File: src/hw/rtl/itp_pkg.sv
`default_nettype none
// ----------------------------------------------------------------------------
// itp_pkg: shared types and constants of the infix-to-postfix converter
// Operator codes, precedence and character tables, the command that travels
// from the front end to the back end, and status codes of the result stream.
// ----------------------------------------------------------------------------
package itp_pkg;

    // Default operator stack depth
    localparam int STACK_DEPTH = 16;

    // Command queue between front end and back end
    localparam int QUEUE_AW    = 1;
    localparam int QUEUE_DEPTH = 1 << QUEUE_AW;

    // ASCII characters that steer the conversion
    localparam logic [7:0] CH_LPAREN = 8'h28;
    localparam logic [7:0] CH_RPAREN = 8'h29;
    localparam logic [7:0] CH_MUL    = 8'h2a;
    localparam logic [7:0] CH_ADD    = 8'h2b;
    localparam logic [7:0] CH_SUB    = 8'h2d;
    localparam logic [7:0] CH_DIV    = 8'h2f;
    localparam logic [7:0] CH_POW    = 8'h5e;
    localparam logic [7:0] CH_NONE   = 8'h00;

    // Stack entry codes
    localparam int CODE_W = 3;
    localparam logic [CODE_W-1:0] CODE_OPEN = 3'd0;
    localparam logic [CODE_W-1:0] CODE_ADD  = 3'd1;
    localparam logic [CODE_W-1:0] CODE_SUB  = 3'd2;
    localparam logic [CODE_W-1:0] CODE_MUL  = 3'd3;
    localparam logic [CODE_W-1:0] CODE_DIV  = 3'd4;
    localparam logic [CODE_W-1:0] CODE_POW  = 3'd5;

    // Result status codes
    localparam logic [1:0] ST_OK              = 2'd0;
    localparam logic [1:0] ST_UNMATCHED_CLOSE = 2'd1;
    localparam logic [1:0] ST_UNMATCHED_OPEN  = 2'd2;
    localparam logic [1:0] ST_OVERFLOW        = 2'd3;

    typedef enum logic [1:0] {
        K_OTHER,
        K_OPEN,
        K_CLOSE,
        K_OPER
    } t_kind;

    typedef struct packed {
        t_kind             kind;
        logic [CODE_W-1:0] code;
        logic [7:0]        ch;
        logic              last;
    } t_cmd;

    // Precedence of a stack entry; open parenthesis ranks lowest
    function automatic logic [1:0] code_prec(input logic [CODE_W-1:0] code);
        logic [1:0] prec;
        case (code)
            CODE_ADD, CODE_SUB: prec = 2'd1;
            CODE_MUL, CODE_DIV: prec = 2'd2;
            CODE_POW:           prec = 2'd3;
            default:            prec = 2'd0;
        endcase
        return prec;
    endfunction

    // Character that a popped stack entry emits
    function automatic logic [7:0] code_char(input logic [CODE_W-1:0] code);
        logic [7:0] ch;
        case (code)
            CODE_OPEN: ch = CH_LPAREN;
            CODE_ADD:  ch = CH_ADD;
            CODE_SUB:  ch = CH_SUB;
            CODE_MUL:  ch = CH_MUL;
            CODE_DIV:  ch = CH_DIV;
            CODE_POW:  ch = CH_POW;
            default:   ch = CH_NONE;
        endcase
        return ch;
    endfunction

endpackage
`default_nettype wire

File: src/hw/rtl/itp_if.sv
`default_nettype none
// ----------------------------------------------------------------------------
// itp_if: channel interfaces of the infix-to-postfix converter
// Input channel carries one infix character per transaction, output channel
// one postfix character or status per transaction; valid/ready handshake.
// ----------------------------------------------------------------------------
interface itp_in_if;
    logic       valid;
    logic       ready;
    logic [7:0] in_char;
    logic       is_last;

    modport source (output valid, output in_char, output is_last, input ready);
    modport sink   (input valid, input in_char, input is_last, output ready);
endinterface

interface itp_out_if;
    logic       valid;
    logic       ready;
    logic [7:0] out_char;
    logic       out_last;
    logic [1:0] status;

    modport source (output valid, output out_char, output out_last, output status,
                    input ready);
    modport sink   (input valid, input out_char, input out_last, input status,
                    output ready);
endinterface
`default_nettype wire

File: src/hw/rtl/itp_ram.sv
`default_nettype none
// ----------------------------------------------------------------------------
// itp_ram: generic simple dual-port RAM
// One write port and one read port, read data registered.
// ----------------------------------------------------------------------------
module itp_ram #(
    parameter int WIDTH = 8,
    parameter int DEPTH = 16
) (
    input  wire logic                     i_clk,
    input  wire logic                     i_we,
    input  wire logic [$clog2(DEPTH)-1:0] i_waddr,
    input  wire logic [WIDTH-1:0]         i_wdata,
    input  wire logic [$clog2(DEPTH)-1:0] i_raddr,
    output logic      [WIDTH-1:0]         o_rdata
);

    logic [WIDTH-1:0] r_mem [DEPTH];

    // Write and registered read
    always_ff @(posedge i_clk) begin
        if (i_we) begin
            r_mem[i_waddr] <= i_wdata;
        end
        o_rdata <= r_mem[i_raddr];
    end

endmodule
`default_nettype wire

File: src/hw/rtl/itp_cmd_queue.sv
`default_nettype none
// ----------------------------------------------------------------------------
// itp_cmd_queue: short command queue between front end and back end
// Holds classified commands so that each side can stall on its own.
// ----------------------------------------------------------------------------
module itp_cmd_queue (
    input  wire logic         i_clk,
    input  wire logic         i_rst_n,
    input  wire logic         i_push,
    input  wire itp_pkg::t_cmd i_cmd,
    output logic              o_full,
    output logic              o_valid,
    output itp_pkg::t_cmd     o_cmd,
    input  wire logic         i_pop
);

    localparam int AW = itp_pkg::QUEUE_AW;
    localparam int CW = AW + 1;

    itp_pkg::t_cmd   r_entry [itp_pkg::QUEUE_DEPTH];
    logic [AW-1:0]   r_wptr;
    logic [AW-1:0]   r_rptr;
    logic [CW-1:0]   r_cnt;

    assign o_full  = (r_cnt == CW'(itp_pkg::QUEUE_DEPTH));
    assign o_valid = (r_cnt != '0);
    assign o_cmd   = r_entry[r_rptr];

    // Store entries
    always_ff @(posedge i_clk) begin
        if (i_push) begin
            r_entry[r_wptr] <= i_cmd;
        end
    end

    // Advance pointers and fill count
    always_ff @(posedge i_clk) begin
        if (!i_rst_n) begin
            r_wptr <= '0;
            r_rptr <= '0;
            r_cnt  <= '0;
        end else begin
            if (i_push) begin
                r_wptr <= r_wptr + AW'(1);
            end
            if (i_pop) begin
                r_rptr <= r_rptr + AW'(1);
            end
            if (i_push && !i_pop) begin
                r_cnt <= r_cnt + CW'(1);
            end else if (!i_push && i_pop) begin
                r_cnt <= r_cnt - CW'(1);
            end
        end
    end

endmodule
`default_nettype wire

File: src/hw/rtl/itp_front.sv
`default_nettype none
// ----------------------------------------------------------------------------
// itp_front: input acceptance and character classification
// Accepts infix characters and turns each into a command for the back end.
// ----------------------------------------------------------------------------
module itp_front (
    itp_in_if.sink            i_in,
    input  wire logic         i_full,
    output logic              o_push,
    output itp_pkg::t_cmd     o_cmd
);

    assign i_in.ready = !i_full;
    assign o_push     = i_in.valid && !i_full;

    // Classify the character
    always_comb begin
        o_cmd.ch   = i_in.in_char;
        o_cmd.last = i_in.is_last;
        o_cmd.code = itp_pkg::CODE_OPEN;
        case (i_in.in_char)
            itp_pkg::CH_LPAREN: begin
                o_cmd.kind = itp_pkg::K_OPEN;
            end
            itp_pkg::CH_RPAREN: begin
                o_cmd.kind = itp_pkg::K_CLOSE;
            end
            itp_pkg::CH_ADD: begin
                o_cmd.kind = itp_pkg::K_OPER;
                o_cmd.code = itp_pkg::CODE_ADD;
            end
            itp_pkg::CH_SUB: begin
                o_cmd.kind = itp_pkg::K_OPER;
                o_cmd.code = itp_pkg::CODE_SUB;
            end
            itp_pkg::CH_MUL: begin
                o_cmd.kind = itp_pkg::K_OPER;
                o_cmd.code = itp_pkg::CODE_MUL;
            end
            itp_pkg::CH_DIV: begin
                o_cmd.kind = itp_pkg::K_OPER;
                o_cmd.code = itp_pkg::CODE_DIV;
            end
            itp_pkg::CH_POW: begin
                o_cmd.kind = itp_pkg::K_OPER;
                o_cmd.code = itp_pkg::CODE_POW;
            end
            default: begin
                o_cmd.kind = itp_pkg::K_OTHER;
            end
        endcase
    end

endmodule
`default_nettype wire

File: src/hw/rtl/itp_back.sv
`default_nettype none
// ----------------------------------------------------------------------------
// itp_back: operator stack engine
// Executes commands against the operator stack (RAM plus cached top entry)
// and feeds the output register through a one-result holding stage, so the
// final result of each item can be marked before it leaves.
// ----------------------------------------------------------------------------
module itp_back #(
    parameter int STACK_DEPTH = itp_pkg::STACK_DEPTH
) (
    input  wire logic          i_clk,
    input  wire logic          i_rst_n,
    input  wire logic          i_valid,
    input  wire itp_pkg::t_cmd i_cmd,
    output logic               o_pop,
    itp_out_if.source          o_out
);

    localparam int AW = $clog2(STACK_DEPTH);
    localparam int CW = $clog2(STACK_DEPTH + 1);
    localparam int CODE_W = itp_pkg::CODE_W;

    typedef enum logic [2:0] {
        S_IDLE,
        S_EXEC,
        S_LOAD,
        S_POST,
        S_FLUSH,
        S_END
    } t_state;

    t_state              r_state, n_state;
    t_state              r_ret, n_ret;
    itp_pkg::t_cmd       r_cmd, n_cmd;
    logic [CW-1:0]       r_count, n_count;
    logic [CODE_W-1:0]   r_top, n_top;
    logic                r_open_seen, n_open_seen;
    logic                r_pend_valid, n_pend_valid;
    logic [7:0]          r_pend_char, n_pend_char;
    logic [1:0]          r_pend_status, n_pend_status;
    logic                r_out_valid, n_out_valid;
    logic [7:0]          r_out_char, n_out_char;
    logic                r_out_last, n_out_last;
    logic [1:0]          r_out_status, n_out_status;

    logic                ram_we;
    logic [AW-1:0]       ram_waddr;
    logic [CODE_W-1:0]   ram_wdata;
    logic [AW-1:0]       ram_raddr;
    logic [CODE_W-1:0]   ram_rdata;

    logic                out_ok;
    logic                emit_ok;
    logic                emit_req;
    logic [7:0]          emit_char;
    logic [1:0]          emit_status;
    logic                pop_req;
    t_state              pop_ret;
    logic                full;
    logic                top_pops;

    itp_ram #(
        .WIDTH (CODE_W),
        .DEPTH (STACK_DEPTH)
    ) u_stack (
        .i_clk   (i_clk),
        .i_we    (ram_we),
        .i_waddr (ram_waddr),
        .i_wdata (ram_wdata),
        .i_raddr (ram_raddr),
        .o_rdata (ram_rdata)
    );

    assign o_out.valid    = r_out_valid;
    assign o_out.out_char = r_out_char;
    assign o_out.out_last = r_out_last;
    assign o_out.status   = r_out_status;

    assign out_ok   = !r_out_valid || o_out.ready;
    assign emit_ok  = !r_pend_valid || out_ok;
    assign full     = (r_count == CW'(STACK_DEPTH));
    // Stacked operator that an incoming operator pops first
    assign top_pops = (r_count != '0) && (r_top != itp_pkg::CODE_OPEN) &&
                      (itp_pkg::code_prec(r_top) >= itp_pkg::code_prec(r_cmd.code));

    // Next-state logic
    always_comb begin
        n_state       = r_state;
        n_ret         = r_ret;
        n_cmd         = r_cmd;
        n_count       = r_count;
        n_top         = r_top;
        n_open_seen   = r_open_seen;
        n_pend_valid  = r_pend_valid;
        n_pend_char   = r_pend_char;
        n_pend_status = r_pend_status;
        n_out_valid   = r_out_valid && !o_out.ready;
        n_out_char    = r_out_char;
        n_out_last    = r_out_last;
        n_out_status  = r_out_status;
        o_pop         = 1'b0;
        ram_we        = 1'b0;
        ram_waddr     = r_count[AW-1:0];
        ram_wdata     = r_cmd.code;
        ram_raddr     = AW'(r_count - CW'(2));
        emit_req      = 1'b0;
        emit_char     = itp_pkg::CH_NONE;
        emit_status   = itp_pkg::ST_OK;
        pop_req       = 1'b0;
        pop_ret       = S_EXEC;

        unique case (r_state)
            S_IDLE: begin
                if (i_valid) begin
                    o_pop       = 1'b1;
                    n_cmd       = i_cmd;
                    n_open_seen = 1'b0;
                    n_state     = S_EXEC;
                end
            end

            S_EXEC: begin
                unique case (r_cmd.kind)
                    itp_pkg::K_OTHER: begin
                        if (emit_ok) begin
                            emit_req  = 1'b1;
                            emit_char = r_cmd.ch;
                            n_state   = S_POST;
                        end
                    end
                    itp_pkg::K_OPEN, itp_pkg::K_OPER: begin
                        if ((r_cmd.kind == itp_pkg::K_OPER) && top_pops) begin
                            // Pop an operator of greater or equal precedence
                            if (emit_ok) begin
                                emit_req  = 1'b1;
                                emit_char = itp_pkg::code_char(r_top);
                                pop_req   = 1'b1;
                                pop_ret   = S_EXEC;
                            end
                        end else if (full) begin
                            // Drop the push and flag overflow
                            if (emit_ok) begin
                                emit_req    = 1'b1;
                                emit_status = itp_pkg::ST_OVERFLOW;
                                n_state     = S_POST;
                            end
                        end else begin
                            ram_we  = 1'b1;
                            n_top   = r_cmd.code;
                            n_count = r_count + CW'(1);
                            n_state = S_POST;
                        end
                    end
                    itp_pkg::K_CLOSE: begin
                        if (r_count == '0) begin
                            if (emit_ok) begin
                                emit_req    = 1'b1;
                                emit_status = itp_pkg::ST_UNMATCHED_CLOSE;
                                n_state     = S_POST;
                            end
                        end else if (r_top == itp_pkg::CODE_OPEN) begin
                            // Discard the matching open parenthesis
                            pop_req = 1'b1;
                            pop_ret = S_POST;
                        end else if (emit_ok) begin
                            emit_req  = 1'b1;
                            emit_char = itp_pkg::code_char(r_top);
                            pop_req   = 1'b1;
                            pop_ret   = S_EXEC;
                        end
                    end
                endcase
            end

            S_LOAD: begin
                n_top   = ram_rdata;
                n_state = r_ret;
            end

            S_POST: begin
                n_state = r_cmd.last ? S_FLUSH : S_END;
            end

            S_FLUSH: begin
                if (r_count != '0) begin
                    if (r_top == itp_pkg::CODE_OPEN) begin
                        n_open_seen = 1'b1;
                        pop_req     = 1'b1;
                        pop_ret     = S_FLUSH;
                    end else if (emit_ok) begin
                        emit_req  = 1'b1;
                        emit_char = itp_pkg::code_char(r_top);
                        pop_req   = 1'b1;
                        pop_ret   = S_FLUSH;
                    end
                end else if (r_open_seen || !r_pend_valid) begin
                    // Closing status so that the final result always exists
                    if (emit_ok) begin
                        emit_req    = 1'b1;
                        emit_status = r_open_seen ? itp_pkg::ST_UNMATCHED_OPEN
                                                  : itp_pkg::ST_OK;
                        n_state     = S_END;
                    end
                end else begin
                    n_state = S_END;
                end
            end

            S_END: begin
                // Drain the held result, marked if it ends the expression
                if (!r_pend_valid) begin
                    n_state = S_IDLE;
                end else if (out_ok) begin
                    n_out_valid  = 1'b1;
                    n_out_char   = r_pend_char;
                    n_out_status = r_pend_status;
                    n_out_last   = r_cmd.last;
                    n_pend_valid = 1'b0;
                    n_state      = S_IDLE;
                end
            end

            default: begin
                n_state = S_IDLE;
            end
        endcase

        // Shift a new result through the holding stage
        if (emit_req) begin
            if (r_pend_valid) begin
                n_out_valid  = 1'b1;
                n_out_char   = r_pend_char;
                n_out_status = r_pend_status;
                n_out_last   = 1'b0;
            end
            n_pend_valid  = 1'b1;
            n_pend_char   = emit_char;
            n_pend_status = emit_status;
        end

        // Pop the top entry and fetch the one below it
        if (pop_req) begin
            n_count = r_count - CW'(1);
            if (r_count > CW'(1)) begin
                n_state = S_LOAD;
                n_ret   = pop_ret;
            end else begin
                n_state = pop_ret;
            end
        end
    end

    // Hold state, stack pointer and registered outputs
    always_ff @(posedge i_clk) begin
        if (!i_rst_n) begin
            r_state      <= S_IDLE;
            r_ret        <= S_EXEC;
            r_count      <= '0;
            r_open_seen  <= 1'b0;
            r_pend_valid <= 1'b0;
            r_out_valid  <= 1'b0;
        end else begin
            r_state      <= n_state;
            r_ret        <= n_ret;
            r_count      <= n_count;
            r_open_seen  <= n_open_seen;
            r_pend_valid <= n_pend_valid;
            r_out_valid  <= n_out_valid;
        end
        r_cmd         <= n_cmd;
        r_top         <= n_top;
        r_pend_char   <= n_pend_char;
        r_pend_status <= n_pend_status;
        r_out_char    <= n_out_char;
        r_out_last    <= n_out_last;
        r_out_status  <= n_out_status;
    end

endmodule
`default_nettype wire

File: src/hw/rtl/infix_to_postfix_converter.sv
`default_nettype none
// ----------------------------------------------------------------------------
// infix_to_postfix_converter: shunting-yard infix to postfix conversion
// Takes one infix character per input transaction and produces postfix
// characters and status results on the output channel.
//
// Input channel i_in: in_char and is_last; is_last closes the expression and
// flushes the operator stack. Output channel o_out: out_char, out_last (set
// on the final result of the final character) and status (ok, unmatched
// close, unmatched open at end, stack overflow; out_char is 0 on a status).
// A front end classifies characters into a two-entry command queue; the
// back end runs the operator stack, kept in a RAM with the top entry cached.
// In the back end, each operator that an item pops takes a pop step and
// a stack RAM read of the new top, and a flush pops each stacked entry
// in the same manner. Each result passes a holding register and an
// output register, so when the receiver stalls the back end halts while
// the front end keeps taking characters until the queue is full. Reset
// empties the queue and the stack; the block then takes a character at
// once.
// ----------------------------------------------------------------------------
module infix_to_postfix_converter #(
    parameter int STACK_DEPTH = itp_pkg::STACK_DEPTH
) (
    input  wire logic  i_clk,
    input  wire logic  i_rst_n,
    itp_in_if.sink     i_in,
    itp_out_if.source  o_out
);

    logic          q_push;
    logic          q_full;
    itp_pkg::t_cmd q_wcmd;
    logic          q_valid;
    itp_pkg::t_cmd q_rcmd;
    logic          q_pop;

    itp_front u_front (
        .i_in   (i_in),
        .i_full (q_full),
        .o_push (q_push),
        .o_cmd  (q_wcmd)
    );

    itp_cmd_queue u_queue (
        .i_clk   (i_clk),
        .i_rst_n (i_rst_n),
        .i_push  (q_push),
        .i_cmd   (q_wcmd),
        .o_full  (q_full),
        .o_valid (q_valid),
        .o_cmd   (q_rcmd),
        .i_pop   (q_pop)
    );

    itp_back #(
        .STACK_DEPTH (STACK_DEPTH)
    ) u_back (
        .i_clk   (i_clk),
        .i_rst_n (i_rst_n),
        .i_valid (q_valid),
        .i_cmd   (q_rcmd),
        .o_pop   (q_pop),
        .o_out   (o_out)
    );

endmodule
`default_nettype wire
File: src/flat_wrapper.sv
// flat-port wrapper written by rule: the top's interface ports become plain ports
module infix_to_postfix_converter_flat 
#(
    parameter int STACK_DEPTH = itp_pkg::STACK_DEPTH
)
  (i_clk, i_rst_n, i_in_valid, i_in_in_char, i_in_is_last, i_in_ready, o_out_valid, o_out_out_char, o_out_out_last, o_out_status, o_out_ready);
  itp_in_if i_in_i ();
  itp_out_if o_out_i ();
  input  wire logic i_clk;
  input  wire logic i_rst_n;
  input wire logic [$bits(i_in_i.valid)-1:0] i_in_valid;
  input wire logic [$bits(i_in_i.in_char)-1:0] i_in_in_char;
  input wire logic [$bits(i_in_i.is_last)-1:0] i_in_is_last;
  output wire logic [$bits(i_in_i.ready)-1:0] i_in_ready;
  output wire logic [$bits(o_out_i.valid)-1:0] o_out_valid;
  output wire logic [$bits(o_out_i.out_char)-1:0] o_out_out_char;
  output wire logic [$bits(o_out_i.out_last)-1:0] o_out_out_last;
  output wire logic [$bits(o_out_i.status)-1:0] o_out_status;
  input wire logic [$bits(o_out_i.ready)-1:0] o_out_ready;
  assign i_in_i.valid = i_in_valid;
  assign i_in_i.in_char = i_in_in_char;
  assign i_in_i.is_last = i_in_is_last;
  assign i_in_ready = i_in_i.ready;
  assign o_out_valid = o_out_i.valid;
  assign o_out_out_char = o_out_i.out_char;
  assign o_out_out_last = o_out_i.out_last;
  assign o_out_status = o_out_i.status;
  assign o_out_i.ready = o_out_ready;
  infix_to_postfix_converter #(.STACK_DEPTH(STACK_DEPTH)) u_core (.i_clk(i_clk), .i_rst_n(i_rst_n), .i_in(i_in_i), .o_out(o_out_i));
endmodule
File: config.mk
export PLATFORM = sky130hd
export DESIGN_NAME = infix_to_postfix_converter_flat
export DESIGN_NICKNAME = d
export VERILOG_FILES = /design/src/hw/rtl/itp_pkg.sv /design/src/hw/rtl/itp_if.sv /design/src/hw/rtl/itp_ram.sv /design/src/hw/rtl/itp_cmd_queue.sv /design/src/hw/rtl/itp_front.sv /design/src/hw/rtl/itp_back.sv /design/src/hw/rtl/infix_to_postfix_converter.sv /design/src/flat_wrapper.sv
export SDC_FILE = /design/constraint.sdc
export NUM_CORES = 1
export LEC_CHECK = 0
export CAP_MARGIN = 20
export CORE_ASPECT_RATIO = 0.7
export CORE_MARGIN = 4
export CORE_UTILIZATION = 45
export DETAILED_ROUTE_END_ITERATION = 6
export DONT_BUFFER_PORTS = 1
export SLEW_MARGIN = 10
export SYNTH_ARGS = -nofsm -noshare
export SYNTH_HDL_FRONTEND = slang
export SYNTH_SLANG_ARGS = --single-unit
File: constraint.sdc
create_clock -name i_clk -period 8.1 [get_ports i_clk]
set_clock_uncertainty 0.15 [all_clocks]
set_input_delay 1.62 -clock i_clk [delete_from_list [all_inputs] [get_ports i_clk]]
set_output_delay 1.62 -clock i_clk [all_outputs]
set_load 0.1 [all_outputs]
==> run_summary.xml <==
<?xml version="1.0" encoding="UTF-8"?>
<metrics>
  <group name="min_path">
    <metric name="min-delay-path-class" unit="">flip-flop to flip-flop</metric>
    <metric name="worst_hold_startpoint" unit="">u_core.u_back.r_ret[1]</metric>
    <metric name="terminating_pin_of_the_worst_hold_path" unit="">u_core.u_back.r_ret[1]</metric>
    <metric name="cells_on_worst_hold_path" unit="">2</metric>
  </group>
  <group name="grt">
    <metric name="grt_antenna_before_repair" unit="">0</metric>
    <metric name="grt_max_degree" unit="">28</metric>
    <metric name="gr-usage-all-layers" unit="%">16.27</metric>
    <metric name="grt_overflow" unit="">0</metric>
    <metric name="first_global_vias" unit="">3455</metric>
    <metric name="grt_pass1_wl" unit="um">19330</metric>
  </group>
  <group name="setup_path">
    <metric name="crit-reg2reg-launch" unit="">u_core.u_back.ram_wdata[2]</metric>
    <metric name="r2r_end" unit="">u_core.u_back.u_stack.r_mem[2][2]</metric>
    <metric name="critical_path_peak_fanout" unit="">19</metric>
    <metric name="required" unit="ns">8.01</metric>
    <metric name="timing_worst_setup_path_type" unit="">flip-flop to flip-flop</metric>
    <metric name="crit_path_start_kind" unit="">flip-flop</metric>
    <metric name="worstRegToRegCells" unit="">9</metric>
    <metric name="reg2reg_setup_slack" unit="ns">4.45</metric>
    <metric name="critPathArrivalTime" unit="ns">3.56</metric>
    <metric name="worstSetupEndpointType" unit="">flip-flop</metric>
  </group>
  <group name="sta">
    <metric name="fmax" unit="MHz">273.6</metric>
    <metric name="setup_repair_after_global_routing_missed_its_margin" unit="">false</metric>
    <metric name="hold-worst-slack" unit="ns">0.3286</metric>
    <metric name="finalMaxSlewViolations" unit="">0</metric>
    <metric name="finalCriticalPeriod" unit="ns">3.655</metric>
    <metric name="finalCritPeriodShare" unit="%">45.12</metric>
    <metric name="fin_setup_tns" unit="ns">0</metric>
    <metric name="final_hold_viol_count" unit="">0</metric>
    <metric name="timing.slew.headroom" unit="%">28.50</metric>
    <metric name="worstMarginPinSlew" unit="ns">1.073</metric>
    <metric name="setup_viol" unit="">0</metric>
  </group>
  <group name="power">
    <metric name="design_power_total" unit="W">0.002781</metric>
    <metric name="p_leak" unit="nW">2.369</metric>
    <metric name="vdd.ir_drop.worst" unit="uV">194.8</metric>
    <metric name="power.density_cell_area" unit="mW/mm2">402.8</metric>
  </group>
  <group name="layout">
    <metric name="antenna_cells_inserted" unit="">0</metric>
    <metric name="fillCellCount" unit="">1140</metric>
    <metric name="multi_input_area" unit="mm2">0.002110</metric>
    <metric name="register_area" unit="mm2">0.003834</metric>
    <metric name="post_route_cells_drive_above_1_share" unit="%">14.86</metric>
    <metric name="finish.net_count" unit="">482</metric>
    <metric name="layout_overhead_on_the_synthesized_area" unit="%">13.01</metric>
  </group>
  <group name="synth">
    <metric name="synthesis.area" unit="mm2">0.006108</metric>
    <metric name="synth-seq-area-share" unit="%">62.76</metric>
    <metric name="yosys_warnings" unit="">0</metric>
    <metric name="synth_area_per_cell" unit="um2">13.37</metric>
    <metric name="postSynth.topFlopCell" unit="">sky130_fd_sc_hd__edfxtp_1</metric>
    <metric name="asyncSetResetFlopFracSynth" unit="%">0</metric>
    <metric name="yosysUniqueCellTypes" unit="">54</metric>
    <metric name="synth_enable_flop_cells" unit="">113</metric>
    <metric name="post_synth_inst_count" unit="">457</metric>
    <metric name="syn-num-nets" unit="">481</metric>
    <metric name="synth.ff_latch_count" unit="">135</metric>
  </group>
  <group name="cts">
    <metric name="clk-insertion-delay-late" unit="ns">0.41</metric>
    <metric name="ctsHtreeMaxLevel" unit="">4</metric>
    <metric name="tritoncts" unit="">built</metric>
    <metric name="postCtsHoldBufs" unit="">0</metric>
    <metric name="post-cts-setup-buffer-count" unit="">0</metric>
    <metric name="root_buffer_master" unit="">sky130_fd_sc_hd__clkbuf_16</metric>
    <metric name="cts.clk_slew.worst_paths" unit="ns">0.06</metric>
    <metric name="cts_made_buffers" unit="">17</metric>
    <metric name="cts_sink_cnt" unit="">135</metric>
    <metric name="clock_tree.buffer_depth" unit="">2</metric>
    <metric name="post_cts_resize_count" unit="">0</metric>
  </group>
  <group name="floorplan">
    <metric name="die_height" unit="um">105.5</metric>
    <metric name="core-area" unit="mm2">0.01323</metric>
    <metric name="die_width" unit="um">147.3</metric>
    <metric name="row_count" unit="">35</metric>
    <metric name="ios" unit="">26</metric>
    <metric name="dieArea" unit="mm2">0.01553</metric>
    <metric name="initial_core_util" unit="%">46.19</metric>
  </group>
  <group name="placement">
    <metric name="io_buffer_count" unit="">0</metric>
    <metric name="gp_congestion" unit="">0.8977</metric>
    <metric name="hpwl_after_detailed_placement" unit="um">8161</metric>
  </group>
  <group name="routing">
    <metric name="wirelength" unit="um">11780</metric>
    <metric name="via_per_inst" unit="">5.476</metric>
    <metric name="dr_drc_count" unit="">0</metric>
    <metric name="drtPass1Iterations" unit="">4</metric>
    <metric name="drt_wl_cell" unit="um">17.95</metric>
    <metric name="num_vias" unit="">3592</metric>
    <metric name="ant_nets" unit="">0</metric>
    <metric name="drt_iter0_markers" unit="">212</metric>
  </group>
  <group name="run_status">
    <metric name="run_status" unit="">complete, no violations</metric>
  </group>
  <group name="job">
    <metric name="maxCapViolations" unit="">0</metric>
  </group>
</metrics>
worst max-delay path by stage:
stage                               start                                 to  cells past startpoint
2_1_floorplan                 o_out_ready       u_core.u_back.r_pend_char[0]                      5
3_3_place_gp                  o_out_ready       u_core.u_back.r_pend_char[5]                      5
3_5_place_dp   u_core.u_back.ram_wdata[2]  u_core.u_back.u_stack.r_mem[2][0]                      9
4_1_cts        u_core.u_back.ram_wdata[2]  u_core.u_back.u_stack.r_mem[2][2]                      9
5_1_grt        u_core.u_back.ram_wdata[1]  u_core.u_back.u_stack.r_mem[2][2]                      9
6_report       u_core.u_back.ram_wdata[2]  u_core.u_back.u_stack.r_mem[2][2]                      9
Yosys cell counts, types with 3 or more instances:
master                     count  area share [%]
sky130_fd_sc_hd__a32oi_1       3            0.43
sky130_fd_sc_hd__nand2b_1     14             1.4
sky130_fd_sc_hd__a21boi_0      3            0.37
sky130_fd_sc_hd__nand2_1      41             2.5
sky130_fd_sc_hd__nor3b_1       5            0.61
sky130_fd_sc_hd__mux2i_1       8             1.3
sky130_fd_sc_hd__nor2b_1       9            0.92
sky130_fd_sc_hd__nand4_1       7            0.72
sky130_fd_sc_hd__nor3_1       10            0.82
sky130_fd_sc_hd__a211oi_1      4            0.49
sky130_fd_sc_hd__ha_1         11             2.3
sky130_fd_sc_hd__o21ai_0      17             1.4
sky130_fd_sc_hd__nand3_1       9            0.74
sky130_fd_sc_hd__inv_1        15            0.92
sky130_fd_sc_hd__a21oi_1      15             1.2
sky130_fd_sc_hd__xor2_1        4            0.57
sky130_fd_sc_hd__buf_2         6            0.49
sky130_fd_sc_hd__mux2_2       16             2.9
sky130_fd_sc_hd__mux4_2       15             5.5
sky130_fd_sc_hd__dfxtp_1      22             7.2
sky130_fd_sc_hd__a31oi_1       3            0.31
sky130_fd_sc_hd__clkbuf_1     14            0.86
sky130_fd_sc_hd__and3_1        3            0.31
sky130_fd_sc_hd__or3_1         3            0.31
sky130_fd_sc_hd__edfxtp_1    113              56
sky130_fd_sc_hd__o21a_1        3            0.37
sky130_fd_sc_hd__a21o_1        5            0.61
sky130_fd_sc_hd__and2_1       20             2.0
sky130_fd_sc_hd__nor2_1       27             1.7
metrics by stage:
step | setup WS, ns | cell area [um2] | util, % | std cells
final | 4.445 | 6903 | 52.19 | 656
after global routing | 4.105 | 6903 | 52.19 | 656
after CTS | 4.428 | 6888 | 52.08 | 655
after detailed placement | 4.440 | 6261 | 47.34 | 623
after global placement | 4.549 | 6261 | 47.34 | 623
after floorplan | 4.838 | 6108 | - | 457
flip-flops by register name, summed over array words and instances, names as in the netlist, 2 cells and up, named ones only:
register / cells
u_core.u_queue.r_entry: 28
u_core.u_queue.r_cnt: 2
u_core.u_back.r_top: 3
u_core.u_back.u_stack.o_rdata: 3
u_core.u_back.ram_wdata: 3
u_core.u_back.r_cmd: 11
u_core.u_back.r_state: 3
u_core.u_back.u_stack.r_mem: 48
u_core.u_back.r_count: 5
u_core.u_back.r_pend_status: 2
u_core.u_back.r_pend_char: 8
u_core.u_back.r_ret: 3
layout make-up:
| type | count | area share (%) |
|---|---|---|
| repair buffers | 5 | 0.6525 |
| well taps | 185 | 3.353 |
| inverters | 15 | 0.8157 |
| flip-flops and latches | 135 | 55.54 |
| multi-input cells | 284 | 30.56 |
| clock buffers | 17 | 6.163 |
| clock inverters | 15 | 2.918 |
metal layers:
| layer | GRT usage, % | vias to the layer above | part of all wire [%] |
|---|---|---|---|
| met3 | 4.211 | 15 | 5.6 |
| met1 | 25.36 | 1756 | 52 |
| met4 | 5.053 | 0 | 1.4 |
| met2 | 22.08 | 98 | 41 |
| li1 | - | 1723 | - |
| met5 | 0 | - | 0 |
cells by family after synthesis:
logic type / synth area share (%)
and+or+nand+nor: 13.50
AOI/OAI and AO/OA: 8.276
xor gates and xnor gates: 0.7169
DFF: 62.76
adders and majority gates: 2.253
muxes: 9.791
buffers and inverters: 2.704
critical path, stage by stage, from the launching register on:
cell                        delay [ns]
sky130_fd_sc_hd__edfxtp_1         0.65
sky130_fd_sc_hd__nand2b_1         0.27
sky130_fd_sc_hd__nor2_1           0.11
sky130_fd_sc_hd__a21oi_1          0.05
sky130_fd_sc_hd__ha_1             0.31
sky130_fd_sc_hd__o21ai_0          0.22
sky130_fd_sc_hd__nor3_1           0.18
sky130_fd_sc_hd__a2111oi_4        0.67
sky130_fd_sc_hd__nand2_1          0.26
sky130_fd_sc_hd__nor3_1           0.40
where the power goes:
part / internal, W / switching (W)
Clock: 0.000516 / 0.000292
Combinational: 0.000321 / 0.000456
Sequential: 0.000958 / 0.000238
Total: 0.00180 / 0.000985
cell usage in the layout, fill, tap and decap left out, types with 8 or more instances in the layout:
cell	Yosys	layout
sky130_fd_sc_hd__a21oi_1	15	15
sky130_fd_sc_hd__and2_1	20	20
sky130_fd_sc_hd__clkbuf_16	0	17
sky130_fd_sc_hd__dfxtp_1	22	22
sky130_fd_sc_hd__edfxtp_1	113	113
sky130_fd_sc_hd__ha_1	11	11
sky130_fd_sc_hd__inv_1	15	15
sky130_fd_sc_hd__mux2_2	16	16
sky130_fd_sc_hd__mux2i_1	8	8
sky130_fd_sc_hd__mux4_2	15	15
sky130_fd_sc_hd__nand2_1	41	41
sky130_fd_sc_hd__nand2b_1	14	14
sky130_fd_sc_hd__nand3_1	9	9
sky130_fd_sc_hd__nor2_1	27	27
sky130_fd_sc_hd__nor2b_1	9	9
sky130_fd_sc_hd__nor3_1	10	10
sky130_fd_sc_hd__o21ai_0	17	17
Note: power is estimated with default switching activity, not from simulation.
